<file path="src/hdl/ffpx_pkg.sv">
`timescale 1ns / 1ps
// ----------------------------------------------------------------------------
// ffpx_pkg
// Shared types and constants of the fixed-length frame parser.
// ----------------------------------------------------------------------------
package ffpx_pkg;

    localparam int BYTE_W      = 8;
    localparam int POS_W       = 5;
    localparam int STORE_DEPTH = 14;
    localparam int STATUS_W    = 3;
    localparam int CFG_IDX_W   = 2;
    localparam int GOOD_W      = 32;
    localparam int OUT_FIELD_W = 131;
    localparam int OUT_DATA_W  = 136;

    localparam logic [POS_W-1:0] POS_HDR1       = 5'd0;
    localparam logic [POS_W-1:0] POS_HDR2       = 5'd1;
    localparam logic [POS_W-1:0] POS_FIRST_DATA = 5'd2;
    localparam logic [POS_W-1:0] POS_LAST_XOR   = 5'd14;
    localparam logic [POS_W-1:0] POS_FOOTER     = 5'd16;

    localparam logic [CFG_IDX_W-1:0] REG_HEADER_FIRST  = 2'd0;
    localparam logic [CFG_IDX_W-1:0] REG_HEADER_SECOND = 2'd1;
    localparam logic [CFG_IDX_W-1:0] REG_FOOTER_VALUE  = 2'd2;

    localparam logic [BYTE_W-1:0] HEADER_FIRST_RST  = 8'hAA;
    localparam logic [BYTE_W-1:0] HEADER_SECOND_RST = 8'h55;
    localparam logic [BYTE_W-1:0] FOOTER_VALUE_RST  = 8'h5B;

    typedef enum logic [STATUS_W-1:0] {
        ST_BUSY       = 3'd0,
        ST_SYNC_DROP  = 3'd1,
        ST_OK         = 3'd2,
        ST_BAD_FOOTER = 3'd3,
        ST_BAD_CHECK  = 3'd4
    } status_t;

endpackage

</file>
<file path="src/hdl/ffpx_cell.sv">
`timescale 1ns / 1ps
// ----------------------------------------------------------------------------
// ffpx_cell
// One byte cell of the frame store; takes its neighbor's byte on a shift.
// ----------------------------------------------------------------------------
module ffpx_cell (
    input  logic                         aclk,
    input  logic                         shift_en,
    input  logic [ffpx_pkg::BYTE_W-1:0]  din,
    output logic [ffpx_pkg::BYTE_W-1:0]  dout
);

    logic [ffpx_pkg::BYTE_W-1:0] byte_reg;

    always_ff @(posedge aclk) begin
        if (shift_en) begin
            byte_reg <= din;
        end
    end

    assign dout = byte_reg;

endmodule

</file>
<file path="src/hdl/fixed_frame_parser_xor_check.sv">
`timescale 1ns / 1ps
// ----------------------------------------------------------------------------
// fixed_frame_parser_xor_check
// Hunts for a two-byte header, collects a 17-byte frame in a chain of byte
// cells, checks footer and XOR checksum, and decodes good frames.
// ----------------------------------------------------------------------------
// Output: one registered result per request, valid in the cycle after the request is accepted.
// Throughput: one byte per cycle; the output register is reloaded in the same
// cycle it is taken, so the block stalls only while the result is not taken.
// Reset: synchronous active-low aresetn clears position, checksum, counter,
// output valid and loads the default header and footer bytes.
module fixed_frame_parser_xor_check #(
    parameter int COUNTER_WIDTH = 32
) (
    input  logic                                 aclk,
    input  logic                                 aresetn,
    input  logic                                 s_tvalid,
    output logic                                 s_tready,
    // [7:0] data_byte
    input  logic [ffpx_pkg::BYTE_W-1:0]          s_tdata,
    output logic                                 m_tvalid,
    input  logic                                 m_tready,
    // [7:0] frame_type, [23:8] sequence_res, [24] camera_ok,
    // [25] target_detected, [26] uart_rx_seen, [42:27] center_x,
    // [58:43] center_y, [74:59] pixel_count, [90:75] fps_tenths,
    // [98:91] mean_lightness, [130:99] good_frames, [135:131] zero
    output logic [ffpx_pkg::OUT_DATA_W-1:0]      m_tdata,
    // [2:0] status
    output logic [ffpx_pkg::STATUS_W-1:0]        m_tuser,
    input  logic                                 cfg_valid,
    output logic                                 cfg_ready,
    input  logic [ffpx_pkg::CFG_IDX_W-1:0]       cfg_index,
    input  logic [ffpx_pkg::BYTE_W-1:0]          cfg_data
);

    logic [ffpx_pkg::BYTE_W-1:0]    hdr1_reg, hdr2_reg, ftr_reg;
    logic [ffpx_pkg::POS_W-1:0]     pos_reg, pos_next;
    logic [ffpx_pkg::BYTE_W-1:0]    xor_reg, xor_next;
    logic [COUNTER_WIDTH-1:0]       cnt_reg, cnt_next;
    logic                           m_valid_reg, m_valid_next;
    logic [ffpx_pkg::OUT_DATA_W-1:0] m_data_reg, m_data_next;
    ffpx_pkg::status_t              m_status_reg, status_next;
    logic                           in_accept;
    logic                           shift_en;
    logic [ffpx_pkg::BYTE_W-1:0]    cell_q [ffpx_pkg::STORE_DEPTH];
    logic [ffpx_pkg::GOOD_W-1:0]    good_low;
    logic [ffpx_pkg::OUT_FIELD_W-ffpx_pkg::GOOD_W-1:0] fields;

    assign s_tready  = !m_valid_reg || m_tready;
    assign in_accept = s_tvalid && s_tready;
    assign cfg_ready = 1'b1;

    // Cell 0 holds the newest byte; a byte at position p sits in cell 15 - p
    // when the footer arrives.
    genvar k;
    generate
        for (k = 0; k < ffpx_pkg::STORE_DEPTH; k++) begin : g_cell
            if (k == 0) begin : g_head
                ffpx_cell u_cell (
                    .aclk     (aclk),
                    .shift_en (shift_en),
                    .din      (s_tdata),
                    .dout     (cell_q[k])
                );
            end else begin : g_body
                ffpx_cell u_cell (
                    .aclk     (aclk),
                    .shift_en (shift_en),
                    .din      (cell_q[k-1]),
                    .dout     (cell_q[k])
                );
            end
        end
    endgenerate

    always_comb begin
        pos_next    = pos_reg;
        xor_next    = xor_reg;
        cnt_next    = cnt_reg;
        status_next = ffpx_pkg::ST_BUSY;
        shift_en    = 1'b0;
        if (in_accept) begin
            if (pos_reg == ffpx_pkg::POS_HDR1) begin
                if (s_tdata == hdr1_reg) begin
                    pos_next = ffpx_pkg::POS_HDR2;
                end else begin
                    status_next = ffpx_pkg::ST_SYNC_DROP;
                end
            end else if (pos_reg == ffpx_pkg::POS_HDR2) begin
                if (s_tdata == hdr2_reg) begin
                    pos_next = ffpx_pkg::POS_FIRST_DATA;
                    xor_next = '0;
                end else begin
                    status_next = ffpx_pkg::ST_SYNC_DROP;
                    pos_next = (s_tdata == hdr1_reg) ? ffpx_pkg::POS_HDR2
                                                     : ffpx_pkg::POS_HDR1;
                end
            end else if (pos_reg < ffpx_pkg::POS_FOOTER) begin
                shift_en = 1'b1;
                if (pos_reg <= ffpx_pkg::POS_LAST_XOR) begin
                    xor_next = xor_reg ^ s_tdata;
                end
                pos_next = pos_reg + 5'd1;
            end else begin
                pos_next = ffpx_pkg::POS_HDR1;
                if (s_tdata != ftr_reg) begin
                    status_next = ffpx_pkg::ST_BAD_FOOTER;
                end else if (cell_q[0] != xor_reg) begin
                    status_next = ffpx_pkg::ST_BAD_CHECK;
                end else begin
                    status_next = ffpx_pkg::ST_OK;
                    cnt_next    = cnt_reg + {{(COUNTER_WIDTH-1){1'b0}}, 1'b1};
                end
            end
        end
    end

    generate
        if (COUNTER_WIDTH >= ffpx_pkg::GOOD_W) begin : g_cnt_wide
            assign good_low = cnt_next[ffpx_pkg::GOOD_W-1:0];
        end else begin : g_cnt_narrow
            assign good_low = {{(ffpx_pkg::GOOD_W-COUNTER_WIDTH){1'b0}}, cnt_next};
        end
    endgenerate

    always_comb begin
        fields = '0;
        if (status_next == ffpx_pkg::ST_OK) begin
            fields = {cell_q[1],                 // mean_lightness
                      cell_q[2], cell_q[3],      // fps_tenths
                      cell_q[4], cell_q[5],      // pixel_count
                      cell_q[6], cell_q[7],      // center_y
                      cell_q[8], cell_q[9],      // center_x
                      cell_q[10][2:0],           // flag bits
                      cell_q[11], cell_q[12],    // sequence_res
                      cell_q[13]};               // frame_type
        end
        m_data_next = {{(ffpx_pkg::OUT_DATA_W-ffpx_pkg::OUT_FIELD_W){1'b0}}, good_low, fields};
    end

    assign m_valid_next = in_accept || (m_valid_reg && !m_tready);

    always_ff @(posedge aclk) begin
        if (!aresetn) begin
            hdr1_reg    <= ffpx_pkg::HEADER_FIRST_RST;
            hdr2_reg    <= ffpx_pkg::HEADER_SECOND_RST;
            ftr_reg     <= ffpx_pkg::FOOTER_VALUE_RST;
            pos_reg     <= ffpx_pkg::POS_HDR1;
            xor_reg     <= '0;
            cnt_reg     <= '0;
            m_valid_reg <= 1'b0;
        end else begin
            if (cfg_valid && cfg_ready) begin
                case (cfg_index)
                    ffpx_pkg::REG_HEADER_FIRST:  hdr1_reg <= cfg_data;
                    ffpx_pkg::REG_HEADER_SECOND: hdr2_reg <= cfg_data;
                    ffpx_pkg::REG_FOOTER_VALUE:  ftr_reg  <= cfg_data;
                    default: begin
                    end
                endcase
            end
            pos_reg     <= pos_next;
            xor_reg     <= xor_next;
            cnt_reg     <= cnt_next;
            m_valid_reg <= m_valid_next;
        end
    end

    always_ff @(posedge aclk) begin
        if (in_accept) begin
            m_data_reg   <= m_data_next;
            m_status_reg <= status_next;
        end
    end

    assign m_tvalid = m_valid_reg;
    assign m_tdata  = m_data_reg;
    assign m_tuser  = m_status_reg;

endmodule

</file>
<file path="config.mk">
export PLATFORM = sky130hd
export DESIGN_NAME = fixed_frame_parser_xor_check
export DESIGN_NICKNAME = d
export VERILOG_FILES = /design/src/hdl/ffpx_pkg.sv /design/src/hdl/ffpx_cell.sv /design/src/hdl/fixed_frame_parser_xor_check.sv
export SDC_FILE = /design/constraint.sdc
export NUM_CORES = 1
export LEC_CHECK = 0
export ABC_AREA = 1
export BUFFER_PORTS_ARGS = -buffer_cell sky130_fd_sc_hd__buf_2
export CORE_MARGIN = 5
export CORE_UTILIZATION = 58
export DETAILED_ROUTE_END_ITERATION = 8
export HOLD_SLACK_MARGIN = 0.1
export PLACE_DENSITY = 0.89
export SYNTH_ARGS = -nofsm -noshare
export SYNTH_HDL_FRONTEND = slang
export SYNTH_SLANG_ARGS = --single-unit
</file>
<file path="constraint.sdc">
create_clock -name aclk -period 13.6 [get_ports aclk]
set_input_delay 0.68 -clock aclk [delete_from_list [all_inputs] [get_ports aclk]]
set_output_delay 0.68 -clock aclk [all_outputs]
set_load 0.01 [all_outputs]
</file>
==> metrics.csv <==
stage;metric;value;unit
floorplanning;core;21000;um2
flow_run;cap_violations;0;
place;gp_congestion;0.892;
logic_synthesis;synth_area;12400;um2
place;dpl-instance-area;13400;um2
logic_synthesis;synth_cells;1100;
place;dpl.hpwl;16200;um
drt;wl_per_cell;15.6;um
setup_path;startpoint_type;register;
layout;seq_area;8790;um2
floorplanning;start_util;58.8;%
global_route;grt_max_degree;100;
logic_synthesis;postSynthAreaPerCell;11.2;um2
drt;drc_errors;0;
power;ir_drop;0.0918;mV
logic_synthesis;yosysSeqAreaShare;71.1;%
place;port_buffers;158;
drt;drtIter0Drc;588;
setup_path;crit_chain;nand2_2, nand2_1, inv_6, nand2_1, inv_1, nand3_1, nor2_2, nand4_1, nand2_1, inv_1;
logic_synthesis;async_flop_share;0;%
clocking;worstSkewPairLatency;0.55;ns
power;pwr_density_cell;138;nW/um2
drt;vias;8012;
global_route;grt_overflow;0;
logic_synthesis;yosysWarnings;0;
logic_synthesis;ys_top_cells_by_area;edfxtp_1, dfxtp_1, inv_1;
layout;nets;1296;
layout;fill_cells;1432;
global_route;grt_usage;20.0;%
timing;grt_setup_unrepaired;false;
logic_synthesis;synth_cell_types;39;
layout;drive_gt1_share;18.8;%
outcome;outcome;complete, no violations;
logic_synthesis;synth_top_flop_cell;edfxtp_1;
drt;routed_wl;24500;um
timing;holdWs;0.381;ns
clocking;cts-resized-gates;0;
layout;fin_area;14400;um2
clocking;holdBufCountCts;0;
clocking;cts_tree;yes;
setup_path;required;13.90;ns
global_route;grt_pass1_vias;7717;
clocking;cts.sinks;316;
logic_synthesis;synth_top_area_cell;edfxtp_1;
clocking;numCtsBuffers;31;
clocking;cts.clk_slew.worst_paths;0.06;ns
layout;largest_register_ffs;131;
setup_path;worst_ep_arrival_time;3.89;ns
timing;fin_crit_sh;26.4;%
logic_synthesis;synth.top_cell.area_share;59.7;%
drt;postRouteAntennaNets;0;
logic_synthesis;synth.top_cells.by_count;edfxtp_1, inv_1, nand2_1;
drt;firstDrtPassIters;6;
setup_path;path_common_cell;nand2_1;
power;finalPower;1.99;mW
floorplanning;die_area;24300;um2
layout;antenna_cells;0;
logic_synthesis;ys_seq_elements;316;
clocking;cts_root_buffer;clkbuf_16;
timing;setup-tns-final;0;ns
timing;final.min_clock_period;3.59;ns
logic_synthesis;yosysMostFrequentCell;edfxtp_1;
logic_synthesis;synth_xor_area_share;2.11;%
place;dp_slack;9.54;ns
clocking;cts.path.max_buffers;3;
power;power_leakage;6.18;nW
setup_path;crit_path_top_delay_cell;nor2_2;
setup_path;end_kind;register;
logic_synthesis;synth-compound-area-share;2.33;%
global_route;antenna_found_initial;0;
timing;max_slew_margin;18.9;%
layout;synthToLayoutAreaGrowth;16.6;%
logic_synthesis;synthAdderAreaFrac;0.405;%
setup_path;critPathMaxFanout;68;
logic_synthesis;synth_edf_count;246;
timing;finClkSkew;0.0178;ns
floorplanning;io_pins;165;
timing;setup_slack;10.01;ns
timing;hold_viol_final;0;
timing;worst_pin_slew;1.21;ns
global_route;grt_first_pass_wirelength;39300;um
logic_synthesis;synth-simple-area-share;16.8;%
hold_path;worstHoldPathType;in -> reg;
timing;max_freq;279;MHz
logic_synthesis;muxShareOfSynthArea;0;%
timing;setup_viol;0;
floorplanning;rows;53;
drt;drt-vias-per-instance;5.11;
setup_path;worst-setup-path-type;reg -> reg;
logic_synthesis;synth_top_family_by_area;simple AND/OR/NAND/NOR gates;
floorplanning;chipWidth;156;um
timing;drv_slew;0;
setup_path;critPathMaxStageDelay;0.94;ns
layout;multi_input_area;2710;um2
clocking;cts_setup_buffers;0;
clocking;ctsHtreeMaxLevel;1;
floorplanning;fp.dieH;156;um
## area by class of cell
type,instances,share of cell area [%]
flip-flops and latches,316,60.9
multi-input cells,567,18.8
repair buffers,163,5.74
clock buffers,34,5.46
inverters,190,4.98
well taps,275,2.39
clock inverters,23,1.70
## critical path, delay by kind of cell, from the launching register on
family / cells / cell delay, ns
buffers and inverters: 3 / 0.80
AND/OR/NAND/NOR: 7 / 2.19
flip-flops: 1 / 0.32
## cell usage in the layout, fill, tap and decap left out, types with 3 or more instances in the layout
master     netlist  final
a21oi_1         29     29
buf_2           12    158
buf_4           10      5
bufinv_16        0      5
clkbuf_1         7      3
clkbuf_16        0     31
clkinv_1         2     11
clkinv_2         0      4
conb_1           2      6
dfxtp_1         70     70
edfxtp_1       246    246
ha_1             4      4
inv_1          187    186
inv_6            0      3
nand2_1        185    185
nand2_2          3      3
nand3_1         52     52
nand3b_1         8      8
nand4_1         18     18
nor2_1         158    157
nor2_2          20     20
nor3_1          18     18
o21ai_0         13     13
o21ai_1          3      3
xnor2_1         19     19
xor2_1           9      9
## path summary, 6_finish.rpt
kind	slack, ns	end	cells after the start	from
max	10.01	m_tdata[111]	10	m_tvalid
min	0.38	ftr_reg[0]	3	cfg_data[0]
max reg2reg	10.01	m_tdata[111]	10	m_tvalid
min reg2reg	0.42	g_cell[11].g_body.u_cell.dout[3]	0	g_cell[10].g_body.u_cell.dout[3]
## through the flow
step | util, % | std cells
6_report | 68.6 | 1568
5_1_grt | 68.6 | 1568
4_1_cts | 68.6 | 1568
3_5_place_dp | 63.7 | 1511
3_3_place_gp | 63.7 | 1511
2_1_floorplan | - | 1104
## power breakdown
group	switching (mW)	internal, mW
combinational	0.0457	0.0221
clock	0.348	0.511
sequential	0.00910	1.06
## routing by layer
metal / vias up / GRT usage (%) / part of all wire (%)
li1: 3889 / - / -
met1: 3783 / 26.0 / 39
met2: 298 / 34.8 / 51
met3: 42 / 3.77 / 7.6
met4: 0 / 5.09 / 2.1
met5: - / 0 / 0
## cells by family (layout without fill, tap and decap cells)
family                     count (synthesis)  count (layout)
AOI/OAI and AO/OA                         53              53
xor gates and xnor gates                  29              29
adders and majority gates                  4               4
buffers and inverters                    221             410
DFF                                      316             316
other                                      2               6
and+or+nand+nor                          475             475
Power figures use the tool's default switching activity.
